File: config.mk
export PLATFORM = sky130hd
export DESIGN_NAME = sprite_frame_sequencer_top
export DESIGN_NICKNAME = d
export VERILOG_FILES = /design/src/design/sfs_pkg.sv /design/src/design/sfs_ram.sv /design/src/design/sfs_divider.sv /design/src/design/sfs_ctrl.sv /design/src/design/sfs_datapath.sv /design/src/design/sprite_frame_sequencer_top.sv
export SDC_FILE = /design/constraint.sdc
export NUM_CORES = 2
export LEC_CHECK = 0
export BUFFER_PORTS_ARGS = -buffer_cell sky130_fd_sc_hd__buf_2
export CAP_MARGIN = 20
export CORE_MARGIN = 8
export CORE_UTILIZATION = 55
export DETAILED_ROUTE_END_ITERATION = 8
export HOLD_SLACK_MARGIN = 0.08
export PLACE_DENSITY = 0.77
export SYNTH_ARGS = -nofsm -noshare
export SYNTH_HDL_FRONTEND = slang
export SYNTH_SLANG_ARGS = --single-unit
File: constraint.sdc
create_clock -name clk_i -period 6.5 [get_ports clk_i]
set_clock_uncertainty 0.05 [all_clocks]
set_input_delay 0.65 -clock clk_i [delete_from_list [all_inputs] [get_ports clk_i]]
set_output_delay 0.65 -clock clk_i [all_outputs]
set_load 0.02 [all_outputs]
File: src/design/sfs_pkg.sv
// Package for the sprite frame sequencer: configuration, command and status types,
// register map and input kind codes. No dependencies.
`default_nettype none

package sfs_pkg;

  localparam int MAX_FRAMES_DEF = 64;
  localparam int FRAC_BITS_DEF  = 16;
  localparam int DELTA_FRAC     = 16;
  localparam int CFG_AW         = 5;
  localparam int CFG_DW         = 32;

  localparam logic [1:0] KIND_TICK    = 2'd0;
  localparam logic [1:0] KIND_RESTART = 2'd1;
  localparam logic [1:0] KIND_TABLE   = 2'd2;

  localparam logic [2:0] REG_FRAME_COUNT   = 3'd0;
  localparam logic [2:0] REG_FRAME_RATE    = 3'd1;
  localparam logic [2:0] REG_SHEET_COLUMNS = 3'd2;
  localparam logic [2:0] REG_MODE_FLAGS    = 3'd3;
  localparam logic [2:0] REG_UV_ORIGIN_X   = 3'd4;
  localparam logic [2:0] REG_UV_ORIGIN_Y   = 3'd5;
  localparam logic [2:0] REG_UV_STEP_X     = 3'd6;
  localparam logic [2:0] REG_UV_STEP_Y     = 3'd7;

  localparam int MODE_LOOP     = 0;
  localparam int MODE_PINGPONG = 1;
  localparam int MODE_TABLE    = 2;

  typedef struct packed {
    logic [6:0]  frame_count;
    logic [7:0]  frame_rate;
    logic [6:0]  sheet_columns;
    logic [2:0]  mode_flags;
    logic [15:0] uv_origin_x;
    logic [15:0] uv_origin_y;
    logic [15:0] uv_step_x;
    logic [15:0] uv_step_y;
  } cfg_t;

  typedef struct packed {
    logic take;
    logic restart;
    logic table_write;
    logic add;
    logic wrap;
    logic fold;
    logic read;
    logic split;
    logic scale;
    logic out_load;
  } dp_cmd_t;

  typedef struct packed {
    logic div_done;
  } dp_stat_t;

endpackage

`default_nettype wire

File: src/design/sfs_ram.sv
// Generic single-port-write, single-port-read RAM with registered read data.
// No dependencies.
`default_nettype none

module sfs_ram #(
  parameter int WIDTH = 12,
  parameter int DEPTH = 64
) (
  input  wire logic                     clk_i,
  input  wire logic                     we_i,
  input  wire logic [$clog2(DEPTH)-1:0] waddr_i,
  input  wire logic [WIDTH-1:0]         wdata_i,
  input  wire logic                     re_i,
  input  wire logic [$clog2(DEPTH)-1:0] raddr_i,
  output logic      [WIDTH-1:0]         rdata_o
);

  logic [WIDTH-1:0] mem_q [DEPTH];
  logic [WIDTH-1:0] rdata_q;

  always_ff @(posedge clk_i) begin
    if (we_i) begin
      mem_q[waddr_i] <= wdata_i;
    end
    if (re_i) begin
      rdata_q <= mem_q[raddr_i];
    end
  end

  assign rdata_o = rdata_q;

endmodule

`default_nettype wire

File: src/design/sfs_divider.sv
// Radix-2 restoring divider, one quotient bit per cycle, 7-bit divisor.
// No dependencies.
`default_nettype none

module sfs_divider #(
  parameter int DW = 16
) (
  input  wire logic          clk_i,
  input  wire logic          rst_ni,
  input  wire logic          start_i,
  input  wire logic [DW-1:0] dividend_i,
  input  wire logic [6:0]    divisor_i,
  output logic      [DW-1:0] quotient_o,
  output logic      [6:0]    remainder_o,
  output logic               done_o
);

  localparam int CW = $clog2(DW + 1);

  logic [CW-1:0] cnt_q;
  logic          busy_q;
  logic          done_q;
  logic [DW-1:0] quo_q, quo_d;
  logic [6:0]    rem_q, rem_d;
  logic [6:0]    dvs_q;
  logic [7:0]    trial;
  logic [7:0]    diff;
  logic          ge;

  assign trial = {rem_q, quo_q[DW-1]};
  assign ge    = trial >= {1'b0, dvs_q};
  assign diff  = trial - {1'b0, dvs_q};
  assign rem_d = ge ? diff[6:0] : trial[6:0];
  assign quo_d = {quo_q[DW-2:0], ge};

  always_ff @(posedge clk_i or negedge rst_ni) begin
    if (!rst_ni) begin
      busy_q <= 1'b0;
      done_q <= 1'b0;
      cnt_q  <= '0;
    end else if (start_i) begin
      busy_q <= 1'b1;
      done_q <= 1'b0;
      cnt_q  <= CW'(DW);
    end else if (busy_q) begin
      cnt_q <= cnt_q - CW'(1);
      if (cnt_q == CW'(1)) begin
        busy_q <= 1'b0;
        done_q <= 1'b1;
      end
    end
  end

  always_ff @(posedge clk_i) begin
    if (start_i) begin
      quo_q <= dividend_i;
      rem_q <= '0;
      dvs_q <= divisor_i;
    end else if (busy_q) begin
      quo_q <= quo_d;
      rem_q <= rem_d;
    end
  end

  assign quotient_o  = quo_q;
  assign remainder_o = rem_q;
  assign done_o      = done_q;

endmodule

`default_nettype wire

File: src/design/sfs_ctrl.sv
// Sequencer for the sprite frame sequencer: input and output handshakes and datapath commands.
// Depends on sfs_pkg.
`default_nettype none

module sfs_ctrl
  import sfs_pkg::*;
(
  input  wire logic       clk_i,
  input  wire logic       rst_ni,
  input  wire logic       in_valid_i,
  input  wire logic [1:0] kind_i,
  output logic            in_ready_o,
  input  wire logic       out_ready_i,
  output logic            out_valid_o,
  output dp_cmd_t         cmd_o,
  input  dp_stat_t        stat_i
);

  typedef enum logic [9:0] {
    S_IDLE  = 10'b00_0000_0001,
    S_ADD   = 10'b00_0000_0010,
    S_WRAP  = 10'b00_0000_0100,
    S_MOD   = 10'b00_0000_1000,
    S_FOLD  = 10'b00_0001_0000,
    S_READ  = 10'b00_0010_0000,
    S_SPLIT = 10'b00_0100_0000,
    S_DIV   = 10'b00_1000_0000,
    S_SCALE = 10'b01_0000_0000,
    S_OUT   = 10'b10_0000_0000
  } state_e;

  state_e  state_q, state_d;
  logic    out_valid_q, out_valid_d;
  dp_cmd_t cmd;

  always_comb begin
    state_d = state_q;
    cmd     = '0;
    unique case (state_q)
      S_IDLE: begin
        if (in_valid_i) begin
          unique case (kind_i)
            KIND_TICK, KIND_RESTART: begin
              cmd.take    = 1'b1;
              cmd.restart = (kind_i == KIND_RESTART);
              state_d     = S_ADD;
            end
            KIND_TABLE: begin
              cmd.table_write = 1'b1;
            end
            default: begin
            end
          endcase
        end
      end
      S_ADD: begin
        cmd.add = 1'b1;
        state_d = S_WRAP;
      end
      S_WRAP: begin
        cmd.wrap = 1'b1;
        state_d  = S_MOD;
      end
      S_MOD: begin
        if (stat_i.div_done) begin
          state_d = S_FOLD;
        end
      end
      S_FOLD: begin
        cmd.fold = 1'b1;
        state_d  = S_READ;
      end
      S_READ: begin
        cmd.read = 1'b1;
        state_d  = S_SPLIT;
      end
      S_SPLIT: begin
        cmd.split = 1'b1;
        state_d   = S_DIV;
      end
      S_DIV: begin
        if (stat_i.div_done) begin
          state_d = S_SCALE;
        end
      end
      S_SCALE: begin
        cmd.scale = 1'b1;
        state_d   = S_OUT;
      end
      S_OUT: begin
        if (!out_valid_q || out_ready_i) begin
          cmd.out_load = 1'b1;
          state_d      = S_IDLE;
        end
      end
      default: begin
        state_d = S_IDLE;
      end
    endcase
  end

  always_comb begin
    priority if (cmd.out_load) begin
      out_valid_d = 1'b1;
    end else if (out_ready_i) begin
      out_valid_d = 1'b0;
    end else begin
      out_valid_d = out_valid_q;
    end
  end

  always_ff @(posedge clk_i or negedge rst_ni) begin
    if (!rst_ni) begin
      state_q     <= S_IDLE;
      out_valid_q <= 1'b0;
    end else begin
      state_q     <= state_d;
      out_valid_q <= out_valid_d;
    end
  end

  assign in_ready_o  = (state_q == S_IDLE);
  assign out_valid_o = out_valid_q;
  assign cmd_o       = cmd;

endmodule

`default_nettype wire

File: src/design/sfs_datapath.sv
// Datapath of the sprite frame sequencer: position, wrap, frame fold, frame table,
// column/row split and texture offsets. Depends on sfs_pkg, sfs_ram, sfs_divider.
`default_nettype none

module sfs_datapath
  import sfs_pkg::*;
#(
  parameter int MAX_FRAMES = MAX_FRAMES_DEF,
  parameter int FRAC_BITS  = FRAC_BITS_DEF
) (
  input  wire logic        clk_i,
  input  wire logic        rst_ni,
  input  cfg_t             cfg_i,
  input  dp_cmd_t          cmd_i,
  output dp_stat_t         stat_o,
  input  wire logic [15:0] elapsed_i,
  input  wire logic [5:0]  table_index_i,
  input  wire logic [11:0] table_value_i,
  output logic      [11:0] sheet_frame_o,
  output logic      [31:0] uv_u_o,
  output logic      [31:0] uv_v_o,
  output logic             reversed_o,
  output logic             finished_o
);

  localparam int FW = 32 - FRAC_BITS;
  localparam int DW = (FW > 12) ? FW : 12;
  localparam int AW = $clog2(MAX_FRAMES);

  logic [23:0]   prod_q;
  logic [31:0]   pos_q;
  logic          dir_q;
  logic [31:0]   sum_q;
  logic [6:0]    frame_q;
  logic          fin_q;
  logic          in_table_q;
  logic [11:0]   sprite_q;
  logic [22:0]   mu_q;
  logic [27:0]   mv_q;
  logic [11:0]   sheet_frame_q;
  logic [31:0]   uv_u_q, uv_v_q;
  logic          rev_q, fin_out_q;

  logic [6:0]    cnt_eff, cm1, cols_eff;
  logic [47:0]   inc_w;
  logic [32:0]   sum_w;
  logic [31:0]   sat_w;
  logic [32:0]   end_w, sub_w;
  logic          wrap_w;
  logic [31:0]   pos_d;
  logic [FW-1:0] frame_full;
  logic [6:0]    frame_sel, frame_d;
  logic [11:0]   sprite_w;
  logic [32:0]   uu_w, vv_w;
  logic [15:0]   frame_wide, idx_wide;
  logic          ram_we;
  logic [11:0]   ram_rdata;
  logic          div_start;
  logic [DW-1:0] div_dividend;
  logic [6:0]    div_divisor;
  logic [DW-1:0] div_quo;
  logic [6:0]    div_rem;
  logic          div_done;

  assign cnt_eff  = (cfg_i.frame_count == 7'd0) ? 7'd1 : cfg_i.frame_count;
  assign cols_eff = (cfg_i.sheet_columns == 7'd0) ? 7'd1 : cfg_i.sheet_columns;
  assign cm1      = cnt_eff - 7'd1;

  assign inc_w = ({24'd0, prod_q} << FRAC_BITS) >> DELTA_FRAC;
  assign sum_w = {1'b0, pos_q} + {1'b0, inc_w[31:0]};
  assign sat_w = sum_w[32] ? 32'hFFFF_FFFF : sum_w[31:0];

  assign end_w  = {26'd0, cnt_eff} << FRAC_BITS;
  assign sub_w  = cfg_i.mode_flags[MODE_PINGPONG] ? ({26'd0, cm1} << FRAC_BITS) : end_w;
  assign wrap_w = {1'b0, sum_q} > end_w;
  assign pos_d  = wrap_w ? (sum_q - sub_w[31:0]) : sum_q;

  assign frame_full = sum_q[31:FRAC_BITS];

  always_comb begin
    if (cfg_i.mode_flags[MODE_LOOP]) begin
      frame_sel = div_rem;
    end else if (32'(frame_full) > 32'(cm1)) begin
      frame_sel = cm1;
    end else begin
      frame_sel = frame_full[6:0];
    end
    frame_d = dir_q ? (cm1 - frame_sel) : frame_sel;
  end

  assign frame_wide = {9'd0, frame_q};
  assign idx_wide   = {10'd0, table_index_i};
  assign ram_we     = cmd_i.table_write && (32'(table_index_i) < 32'(MAX_FRAMES));

  sfs_ram #(
    .WIDTH(12),
    .DEPTH(MAX_FRAMES)
  ) u_frame_map (
    .clk_i  (clk_i),
    .we_i   (ram_we),
    .waddr_i(idx_wide[AW-1:0]),
    .wdata_i(table_value_i),
    .re_i   (cmd_i.read),
    .raddr_i(frame_wide[AW-1:0]),
    .rdata_o(ram_rdata)
  );

  always_comb begin
    if (cfg_i.mode_flags[MODE_TABLE]) begin
      sprite_w = in_table_q ? ram_rdata : 12'd0;
    end else begin
      sprite_w = {5'd0, frame_q};
    end
  end

  assign div_start    = cmd_i.wrap | cmd_i.split;
  assign div_dividend = cmd_i.wrap ? DW'(frame_full) : DW'(sprite_w);
  assign div_divisor  = cmd_i.wrap ? cnt_eff : cols_eff;

  sfs_divider #(
    .DW(DW)
  ) u_div (
    .clk_i      (clk_i),
    .rst_ni     (rst_ni),
    .start_i    (div_start),
    .dividend_i (div_dividend),
    .divisor_i  (div_divisor),
    .quotient_o (div_quo),
    .remainder_o(div_rem),
    .done_o     (div_done)
  );

  assign uu_w = 33'(cfg_i.uv_origin_x) + 33'(mu_q);
  assign vv_w = 33'(cfg_i.uv_origin_y) + 33'(mv_q);

  always_ff @(posedge clk_i or negedge rst_ni) begin
    if (!rst_ni) begin
      pos_q <= '0;
      dir_q <= 1'b0;
    end else if (cmd_i.take && cmd_i.restart) begin
      pos_q <= '0;
      dir_q <= 1'b0;
    end else if (cmd_i.wrap) begin
      pos_q <= pos_d;
      if (wrap_w && cfg_i.mode_flags[MODE_PINGPONG]) begin
        dir_q <= ~dir_q;
      end
    end
  end

  always_ff @(posedge clk_i) begin
    if (cmd_i.take) begin
      prod_q <= cmd_i.restart ? 24'd0 : (24'(elapsed_i) * 24'(cfg_i.frame_rate));
    end
    if (cmd_i.add) begin
      sum_q <= sat_w;
    end
    if (cmd_i.fold) begin
      frame_q <= frame_d;
      fin_q   <= !cfg_i.mode_flags[MODE_LOOP] && ({1'b0, pos_q} >= end_w);
    end
    if (cmd_i.read) begin
      in_table_q <= 32'(frame_q) < 32'(MAX_FRAMES);
    end
    if (cmd_i.split) begin
      sprite_q <= sprite_w;
    end
    if (cmd_i.scale) begin
      mu_q <= 23'(cfg_i.uv_step_x) * 23'(div_rem);
      mv_q <= 28'(cfg_i.uv_step_y) * 28'(div_quo[11:0]);
    end
    if (cmd_i.out_load) begin
      sheet_frame_q <= sprite_q;
      uv_u_q        <= uu_w[32] ? 32'hFFFF_FFFF : uu_w[31:0];
      uv_v_q        <= vv_w[32] ? 32'hFFFF_FFFF : vv_w[31:0];
      rev_q         <= dir_q;
      fin_out_q     <= fin_q;
    end
  end

  assign stat_o.div_done = div_done;
  assign sheet_frame_o   = sheet_frame_q;
  assign uv_u_o          = uv_u_q;
  assign uv_v_o          = uv_v_q;
  assign reversed_o      = rev_q;
  assign finished_o      = fin_out_q;

endmodule

`default_nettype wire

File: src/design/sprite_frame_sequencer_top.sv
// Top level of the sprite frame sequencer: APB register file, sequencer and datapath.
// Depends on sfs_pkg, sfs_ctrl, sfs_datapath.
`default_nettype none

// Sprite sheet animation stepper. A tick (kind 0) advances the Q.FRAC_BITS frame
// position by elapsed * frame_rate and returns the shown sheet frame with its
// texture offsets; a restart (kind 1) rewinds to frame zero and returns that result;
// a frame table write (kind 2) returns nothing. One item is in work at a time. The
// shared radix-2 divider, with DW = max(32 - FRAC_BITS, 12), runs once for the frame
// modulo and once for the column/row split. The result sits in an output register,
// so the next item is taken while it waits. Frame table entries read before being
// written return unspecified data.
module sprite_frame_sequencer_top
  import sfs_pkg::*;
#(
  parameter int MAX_FRAMES = MAX_FRAMES_DEF,
  parameter int FRAC_BITS  = FRAC_BITS_DEF
) (
  input  wire logic              clk_i,
  input  wire logic              rst_ni,
  input  wire logic              psel,
  input  wire logic              penable,
  input  wire logic              pwrite,
  input  wire logic [CFG_AW-1:0] paddr,
  input  wire logic [CFG_DW-1:0] pwdata,
  output logic      [CFG_DW-1:0] prdata,
  output logic                   pready,
  input  wire logic              in_valid_i,
  output logic                   in_ready_o,
  input  wire logic [1:0]        kind_i,
  input  wire logic [15:0]       elapsed_i,
  input  wire logic [5:0]        table_index_i,
  input  wire logic [11:0]       table_value_i,
  output logic                   out_valid_o,
  input  wire logic              out_ready_i,
  output logic      [11:0]       sheet_frame_o,
  output logic      [31:0]       uv_u_o,
  output logic      [31:0]       uv_v_o,
  output logic                   reversed_o,
  output logic                   finished_o
);

  cfg_t     cfg_q, cfg_d;
  dp_cmd_t  cmd;
  dp_stat_t stat;
  logic     cfg_wr;
  logic [2:0] reg_idx;

  assign cfg_wr  = psel && penable && pwrite;
  assign reg_idx = paddr[4:2];
  assign pready  = 1'b1;

  always_comb begin
    cfg_d = cfg_q;
    if (cfg_wr) begin
      unique case (reg_idx)
        REG_FRAME_COUNT:   cfg_d.frame_count   = pwdata[6:0];
        REG_FRAME_RATE:    cfg_d.frame_rate    = pwdata[7:0];
        REG_SHEET_COLUMNS: cfg_d.sheet_columns = pwdata[6:0];
        REG_MODE_FLAGS:    cfg_d.mode_flags    = pwdata[2:0];
        REG_UV_ORIGIN_X:   cfg_d.uv_origin_x   = pwdata[15:0];
        REG_UV_ORIGIN_Y:   cfg_d.uv_origin_y   = pwdata[15:0];
        REG_UV_STEP_X:     cfg_d.uv_step_x     = pwdata[15:0];
        REG_UV_STEP_Y:     cfg_d.uv_step_y     = pwdata[15:0];
        default: begin
        end
      endcase
    end
  end

  always_comb begin
    unique case (reg_idx)
      REG_FRAME_COUNT:   prdata = {25'd0, cfg_q.frame_count};
      REG_FRAME_RATE:    prdata = {24'd0, cfg_q.frame_rate};
      REG_SHEET_COLUMNS: prdata = {25'd0, cfg_q.sheet_columns};
      REG_MODE_FLAGS:    prdata = {29'd0, cfg_q.mode_flags};
      REG_UV_ORIGIN_X:   prdata = {16'd0, cfg_q.uv_origin_x};
      REG_UV_ORIGIN_Y:   prdata = {16'd0, cfg_q.uv_origin_y};
      REG_UV_STEP_X:     prdata = {16'd0, cfg_q.uv_step_x};
      REG_UV_STEP_Y:     prdata = {16'd0, cfg_q.uv_step_y};
      default:           prdata = '0;
    endcase
  end

  always_ff @(posedge clk_i or negedge rst_ni) begin
    if (!rst_ni) begin
      cfg_q.frame_count   <= 7'd1;
      cfg_q.frame_rate    <= 8'd30;
      cfg_q.sheet_columns <= 7'd1;
      cfg_q.mode_flags    <= 3'd1;
      cfg_q.uv_origin_x   <= '0;
      cfg_q.uv_origin_y   <= '0;
      cfg_q.uv_step_x     <= '0;
      cfg_q.uv_step_y     <= '0;
    end else begin
      cfg_q <= cfg_d;
    end
  end

  sfs_ctrl u_ctrl (
    .clk_i      (clk_i),
    .rst_ni     (rst_ni),
    .in_valid_i (in_valid_i),
    .kind_i     (kind_i),
    .in_ready_o (in_ready_o),
    .out_ready_i(out_ready_i),
    .out_valid_o(out_valid_o),
    .cmd_o      (cmd),
    .stat_i     (stat)
  );

  sfs_datapath #(
    .MAX_FRAMES(MAX_FRAMES),
    .FRAC_BITS (FRAC_BITS)
  ) u_dp (
    .clk_i        (clk_i),
    .rst_ni       (rst_ni),
    .cfg_i        (cfg_q),
    .cmd_i        (cmd),
    .stat_o       (stat),
    .elapsed_i    (elapsed_i),
    .table_index_i(table_index_i),
    .table_value_i(table_value_i),
    .sheet_frame_o(sheet_frame_o),
    .uv_u_o       (uv_u_o),
    .uv_v_o       (uv_v_o),
    .reversed_o   (reversed_o),
    .finished_o   (finished_o)
  );

`ifndef SYNTHESIS
  a_frame_in_range: assert property (@(posedge clk_i) disable iff (!rst_ni)
    out_valid_o && !cfg_q.mode_flags[MODE_TABLE] |->
      (sheet_frame_o < {5'd0, cfg_q.frame_count}) || (sheet_frame_o == 12'd0))
    else $error("sheet frame beyond frame count");

  a_uv_above_origin: assert property (@(posedge clk_i) disable iff (!rst_ni)
    out_valid_o |-> (uv_u_o >= {16'd0, cfg_q.uv_origin_x}) &&
                    (uv_v_o >= {16'd0, cfg_q.uv_origin_y}))
    else $error("texture offset below origin");

  a_result_after_work: assert property (@(posedge clk_i) disable iff (!rst_ni)
    $rose(out_valid_o) |-> $past(!in_ready_o))
    else $error("result raised without work in progress");
`endif

endmodule

`default_nettype wire
Word-level counts from Yosys, hierarchy flattened
Memories as Yosys holds them, arrays and structs flattened. A register that Yosys moved wholly into a read port is not among the register bits.
Index checks and enable logic that the tools add are counted.
{ "word_totals": {"ff_bits": 376, "ramBits": 768, "in_bits": 80, "output_inout_bits": 113, "elab_cells": 154, "n_memories": 1} }
{ "memory_table": {"columns": ["memory", "depth", "word_bits", "rd", "rd_clocked_by_memory_dff", "wr", "line_no", "text"], "rows": [
  ["u_dp.u_frame_map.mem_q", 64, 12, 1, 1, 1, "sfs_ram.sv:18", "logic [WIDTH-1:0] mem_q [DEPTH];"]
]} }
{ "classes": {"add_sub_neg": 8, "n_mul": 3, "n_lt_le_gt_ge": 5, "n_eq_ne": 25, "mux": 50, "n_bitwise": 2, "reduce_logical": 29} }
{ "ops": {"columns": ["op", "count"], "rows": [
  ["32-bit one-hot mux with 8 select lines", 1],
  ["10-bit one-hot mux with 10 select lines", 1],
  ["32-bit 2-to-1 mux", 3],
  ["10-bit 2-to-1 mux", 5],
  ["7-bit 2-to-1 mux", 7],
  ["16-bit 2-to-1 mux", 3],
  ["32-bit by 24-bit adder with 33-bit output", 1],
  ["32-bit by 23-bit greater-or-equal comparator with 1-bit output", 1],
  ["32-bit by 23-bit > comparator with 1-bit output", 1],
  ["32-bit subtractor", 1],
  ["16-bit by 28-bit adder with 29-bit output", 1],
  ["16-bit by 12-bit multiplier with 28-bit output", 1],
  ["16-bit by 23-bit adder with 24-bit output", 1],
  ["16-bit by 8-bit multiplier with 24-bit output", 1],
  ["12-bit 2-to-1 mux", 2],
  ["16-bit by 7-bit multiplier with 23-bit output", 1],
  ["23-bit 2-to-1 mux", 1],
  ["1-bit 2-to-1 mux", 22],
  ["2-bit AND reduction", 10],
  ["16-bit by 7-bit > comparator with 1-bit output", 1],
  ["7-bit logical NOT", 2],
  ["7-bit subtractor", 2],
  ["3-bit equality test (second input constant)", 4],
  ["10-bit by 1-bit equality test with 1-bit output (second input constant)", 1],
  ["other kinds (33)", 48]
]} }

Depth between registers and ports, before layout
{ "depth": {"depth_word": 8, "depth_mapped": 27, "depth_no_buf": 26} }

Cells and area by module
Synthesis repeated with hierarchy kept, for this count alone.
{ "hier_totals": {"cells_unflattened": 4582, "area_unflattened_um2": 62830.3} }
{ "by_module_without_submodules": {"columns": ["module", "instances", "cells_per_inst", "area_per_inst_um2", "seq_area_each_um2"], "rows": [
  ["sfs_ram", 1, 1339, 29971.2, 23422.5],
  ["sfs_datapath", 1, 2692, 25878.6, 6681.4],
  ["sprite_frame_sequencer_top", 1, 301, 4247.8, 2235.9],
  ["sfs_divider", 1, 176, 2030.7, 1006.0],
  ["sfs_ctrl", 1, 74, 701.9, 276.5]
]} }

Worst setup path before layout
No wires, ideal clock.
{ "synth_timing": {"path_kind": "reg-to-reg", "startpoint": "register cfg_q[87] (netlist bit)", "endpoint": "register u_dp.frame_q[6] (data pin)", "setup_time_ns": 0.262, "arrival_time_ns": 5.862, "required_time_ns": 6.188, "path_slack_ns": 0.326, "path_stages_with_launch": 27, "n_path_buf": 1, "path_cell_list": "dfrtp_1 > nor3_1 > a41oi_1 > ha_1 > and3_1 > xnor2_1 > inv_1 > ha_1 > or4bb_1 > nor4_4 > o21bai_1 > a22oi_2 > nor2_1 > buf_2 > nor2_1 > a21oi_1 > o21ai_0 > ha_1 > inv_1 > fa_1 > maj3_1 > nor2_1 > a22oi_1 > o22ai_1 > nor3_1 > a311oi_2 > xnor2_1"} }
{ "synth_via": {"elab_chain_len": 8} }
{ "synth_rtl": {"columns": ["element", "line_no", "text"], "rows": [
  ["start, declared", "sprite_frame_sequencer_top.sv:43", "cfg_t cfg_q, cfg_d;"],
  ["start signal, assigned", "sprite_frame_sequencer_top.sv:96", "cfg_q <= cfg_d;"],
  ["7-bit logical NOT", "sfs_datapath.sv:65", "assign cnt_eff = (cfg_i.frame_count == 7'd0) ? 7'd1 : cfg_i.frame_count;"],
  ["7-bit 2-to-1 mux (*)", "sfs_datapath.sv:65", null],
  ["7-bit by 1-bit subtractor with 7-bit output (*)", "sfs_datapath.sv:67", "assign cm1 = cnt_eff - 7'd1;"],
  ["16-bit by 7-bit > comparator with 1-bit output", "sfs_datapath.sv:83", "end else if (32'(frame_full) > 32'(cm1)) begin"],
  ["7-bit 2-to-1 mux", "sfs_datapath.sv:83", null],
  ["7-bit 2-to-1 mux", "sfs_datapath.sv:81", "if (cfg_i.mode_flags[MODE_LOOP]) begin"],
  ["7-bit subtractor", "sfs_datapath.sv:88", "frame_d = dir_q ? (cm1 - frame_sel) : frame_sel;"],
  ["7-bit 2-to-1 mux (*)", "sfs_datapath.sv:88", null],
  ["via u_dp.frame_d[6]", "sfs_datapath.sv:52", "logic [6:0] frame_sel, frame_d;"],
  ["end signal, assigned", "sfs_datapath.sv:159", "frame_q <= frame_d;"],
  ["end, declared", "sfs_datapath.sv:34", "logic [6:0] frame_q;"]
]} }
The timed path passes the listed nets; every way through them passes the cells marked *.
A chain may end at the register's enable or synchronous reset.

Final worst setup path
{ "layout_timing": {"startpoint": "register cfg_q[88] (netlist bit)", "endpoint": "register u_dp.frame_q[6] (data pin)"} }
The elaborated chain is that of the path after synthesis.

==> impl_metrics.sql <==
INSERT INTO impl_metrics (metric_group, metric, value, unit) VALUES
('synth', 'synth-warning-count', '0', ''),
('placement', 'detailed_place.area', '65200', 'um2'),
('drt', 'wire_per_inst', '23.8', 'um'),
('cells_and_area', 'num-nets-final', '5353', ''),
('drt', 'detail-route-antenna-nets', '0', ''),
('synth', 'synth.ff_latch_count', '1145', ''),
('synth', 'synth.avg_cell_area', '13.8', 'um2'),
('run_status', 'outcome', 'complete, no violations', ''),
('power_and_ir_drop', 'ir_worst_vdd', '0.533', 'mV'),
('worst_setup_path', 'reg2reg_setup_slack', '0.35', 'ns'),
('synth', 'synthDistinctLibCells', '90', ''),
('synth', 'number_of_enable_flip_flop_cells_after_synthesis', '998', ''),
('cells_and_area', 'area.growth.synth_to_final', '11.1', '%'),
('floorplanning', 'die-area', '125000', 'um2'),
('synth', 'netlist_area', '62600', 'um2'),
('floorplanning', 'coreArea', '113000', 'um2'),
('synth', 'synth_area_leader_cell', 'edfxtp_1', ''),
('timing', 'final_critical_path_setup_slack', '0.349', 'ns'),
('timing', 'fin_tns_setup', '0', 'ns'),
('worst_setup_path', 'launching_element_type_of_the_critical_path', 'flop', ''),
('worst_setup_path', 'critical_path.endpoint_type', 'flop', ''),
('worst_setup_path', 'worstPathMaxFanout', '13', ''),
('timing', 'max_slew.worst_pin.slew', '1.18', 'ns'),
('global_routing', 'first_global_vias', '38700', ''),
('synth', 'yosys-top-cells-area', 'edfxtp_1, mux4_2, fa_1', ''),
('floorplanning', 'initial_core_util', '0.556', ''),
('worst_hold_path', 'worst_hold_path_type', 'in2reg', ''),
('synth', 'yosys_most_used_dff', 'edfxtp_1', ''),
('placement', 'port-buffer-count', '146', ''),
('timing', 'slew_viol_final', '0', ''),
('global_routing', 'grt_busiest_layer', 'met2', ''),
('drt', 'drt_pass_1_iters', '5', ''),
('clocking', 'cts_buffer_depth', '3', ''),
('clocking', 'cts_num_sinks', '1145', ''),
('synth', 'synth_top_area_frac', '0.479', ''),
('global_routing', 'global_route.overflow_total', '0', ''),
('cells_and_area', 'final_layout_size_suffix_gt1_frac', '0.179', ''),
('floorplanning', 'fp-row-count', '123', ''),
('worst_hold_path', 'holdPathStages', '2', ''),
('drt', 'num_vias', '38100', ''),
('worst_setup_path', 'regToRegEndpoint', 'u_dp.frame_q[6]$_DFFE_PP_', ''),
('power_and_ir_drop', 'pleak', '0.0265', 'uW'),
('drt', 'route.detailed.drc', '0', ''),
('placement', 'hpwl', '101000', 'um'),
('global_routing', 'grt_antenna_before_repair', '6', ''),
('drt', 'detail_route.vias_per_cell', '6.02', ''),
('worst_setup_path', 'reg2regPathDepth', '24', ''),
('placement', 'globalplace.congestion', '0.920', ''),
('synth', 'async_reset_ff_frac', '0.122', ''),
('global_routing', 'grt_util_all_layers', '0.237', ''),
('timing', 'worst_slew_margin_rel', '0.204', ''),
('cells_and_area', 'final_design_area_no_fill', '69600', 'um2'),
('cells_and_area', 'finalCoreUtilization', '0.617', ''),
('job', 'max_cap_viol_count', '0', ''),
('timing', 'timing.final.crit_period', '6.15', 'ns'),
('global_routing', 'globalRouteMet1Util', '0.295', ''),
('worst_setup_path', 'regToRegStartpoint', 'cfg_q[88]$_DFFE_PN0P_', ''),
('synth', 'ys_top_cells_by_count', 'edfxtp_1, nand2_1, inv_1', ''),
('timing', 'timing.final.hold_violations', '0', ''),
('power_and_ir_drop', 'powerDensity', '430', 'nW/um2'),
('worst_setup_path', 'worst_ep_required_time', '6.90', 'ns'),
('synth', 'synth_sequential_area_ratio', '0.537', ''),
('clocking', 'insertion_delay', '0.74', 'ns'),
('clocking', 'cts.root.buffer_cell', 'clkbuf_16', ''),
('worst_hold_path', 'min_to', 'cfg_q[12]$_DFFE_PN0P_', ''),
('placement', 'preCtsSetupSlack', '0.0486', 'ns'),
('clocking', 'clock_tree.htree_level_count', '3', ''),
('clocking', 'path_clk_slew', '0.06', 'ns'),
('global_routing', 'grt_start_max_net_pins', '80', ''),
('timing', 'period_share', '0.946', ''),
('clocking', 'tritoncts_clock_tree', 'yes', '');
==> state kept, by name (all words and copies together) (netlist names), 12 cells and up <==
name	cells
cfg_q	89
u_dp.uv_v_o	29
u_dp.u_frame_map.rdata_o	12
u_dp.prod_q	24
u_dp.sum_q	32
u_dp.mu_q	23
u_dp.u_frame_map.mem_q	768
u_dp.u_div.quotient_o	16
u_dp.pos_q	32
u_dp.sheet_frame_o	12
u_dp.mv_q	28
u_dp.sprite_q	12
u_dp.uv_u_o	24
==> cell type report <==
type / count / area, um2
inverter: 401 / 1510
clock buffer: 144 / 3030
fill: 8279 / 43100
antenna: 6 / 15.0
sequential: 1145 / 33600
tap: 1500 / 1880
timing repair buffer: 279 / 2000
clock inverter: 69 / 801
multi-input combinational: 2788 / 26700
==> where the power goes <==
group / total, uW / internal [uW] / leakage, uW / switching, uW
clock network: 6720 / 3830 / 0.00186 / 2880
logic: 13400 / 5920 / 0.0138 / 7460
registers: 9840 / 9080 / 0.0108 / 761
total: 29900 / 18800 / 0.0265 / 11100
==> worst max-delay path: stages, from the launching register on <==
cell and delay (ns):
dfrtp_1 0.40, nor3_2 0.23, a41oi_1 0.18, ha_1 0.26, and3_1 0.24, xnor2_1 0.23, inv_1 0.17, ha_1 0.33
or4bb_1 0.52, nor4_4 0.30, o21bai_1 0.16, a22oi_2 0.26, nor2_2 0.19, mux2i_1 0.20, nor2_1 0.06, a21oi_1 0.28
fa_2 0.35, maj3_1 0.25, inv_1 0.06, maj3_1 0.35, a21oi_1 0.12, o22ai_1 0.11, o31a_1 0.29, a311oi_2 0.22
xnor2_1 0.11
==> cells in the final DEF (no fill, tap or decap), drive strengths merged, types with 145 or more instances in the layout <==
cell type,count
nand2,481
and2,176
nor2,211
o21ai,161
buf,276
inv,401
edfxtp,998
mux4,266
ha,246
clkbuf,145
fa,299
==> kinds of logic (layout without fill, tap and decap cells) <==
kind of cell	after synthesis	count (layout)	synth area share
AND/OR/NAND/NOR	1203	1203	0.0928
flip-flops	1145	1145	0.537
buffers and inverters	619	893	0.0389
adder cells (fa/ha/maj)	547	547	0.145
AO/OA/AOI/OAI	492	492	0.0507
multiplexers	386	386	0.117
XOR/XNOR	132	132	0.0185
other	2	34	0.000120
==> worst max-delay path by stage <==
stage                                startpoint                   endpoint  slack [ns]  cells after the start
after global routing      cfg_q[88]$_DFFE_PN0P_  u_dp.frame_q[5]$_DFFE_PP_       -0.06                     24
after detailed placement  cfg_q[86]$_DFFE_PN0P_  u_dp.frame_q[6]$_DFFE_PP_        0.05                     25
after CTS                 cfg_q[86]$_DFFE_PN0P_  u_dp.frame_q[5]$_DFFE_PP_        0.13                     24
after floorplan           cfg_q[87]$_DFFE_PN0P_  u_dp.frame_q[6]$_DFFE_PP_        0.33                     26
after global placement    cfg_q[86]$_DFFE_PN0P_  u_dp.frame_q[6]$_DFFE_PP_        0.25                     25
final                     cfg_q[88]$_DFFE_PN0P_  u_dp.frame_q[6]$_DFFE_PP_        0.35                     24
==> what timing repair did <==
item | in CTS | in global routing
hold endpoints to repair | 65 | 0
setup endpoints to repair | 1 | 3
hold buffers | 2 | 0
buffers inserted | 0 | 2
pin swaps | 0 | 1
gates resized for setup | 1 | 8
==> through the flow <==
step / instances / power (uW) / hold slack (ns)
detailed placement: 6072 / 23200 / 0.356
global placement: 6069 / 22700 / 0.355
global route: 6329 / 32300 / 0.166
finish: 6332 / 29900 / 0.188
CTS: 6287 / 30000 / 0.138
floorplan: 4552 / 20200 / 0.304
==> per-layer routing <==
layer	wire length (um)	part of all wire
met1	56300	0.37
met3	11200	0.074
met2	77700	0.51
met5	0	0
met4	5840	0.039
Power figures use the tool's default switching activity.
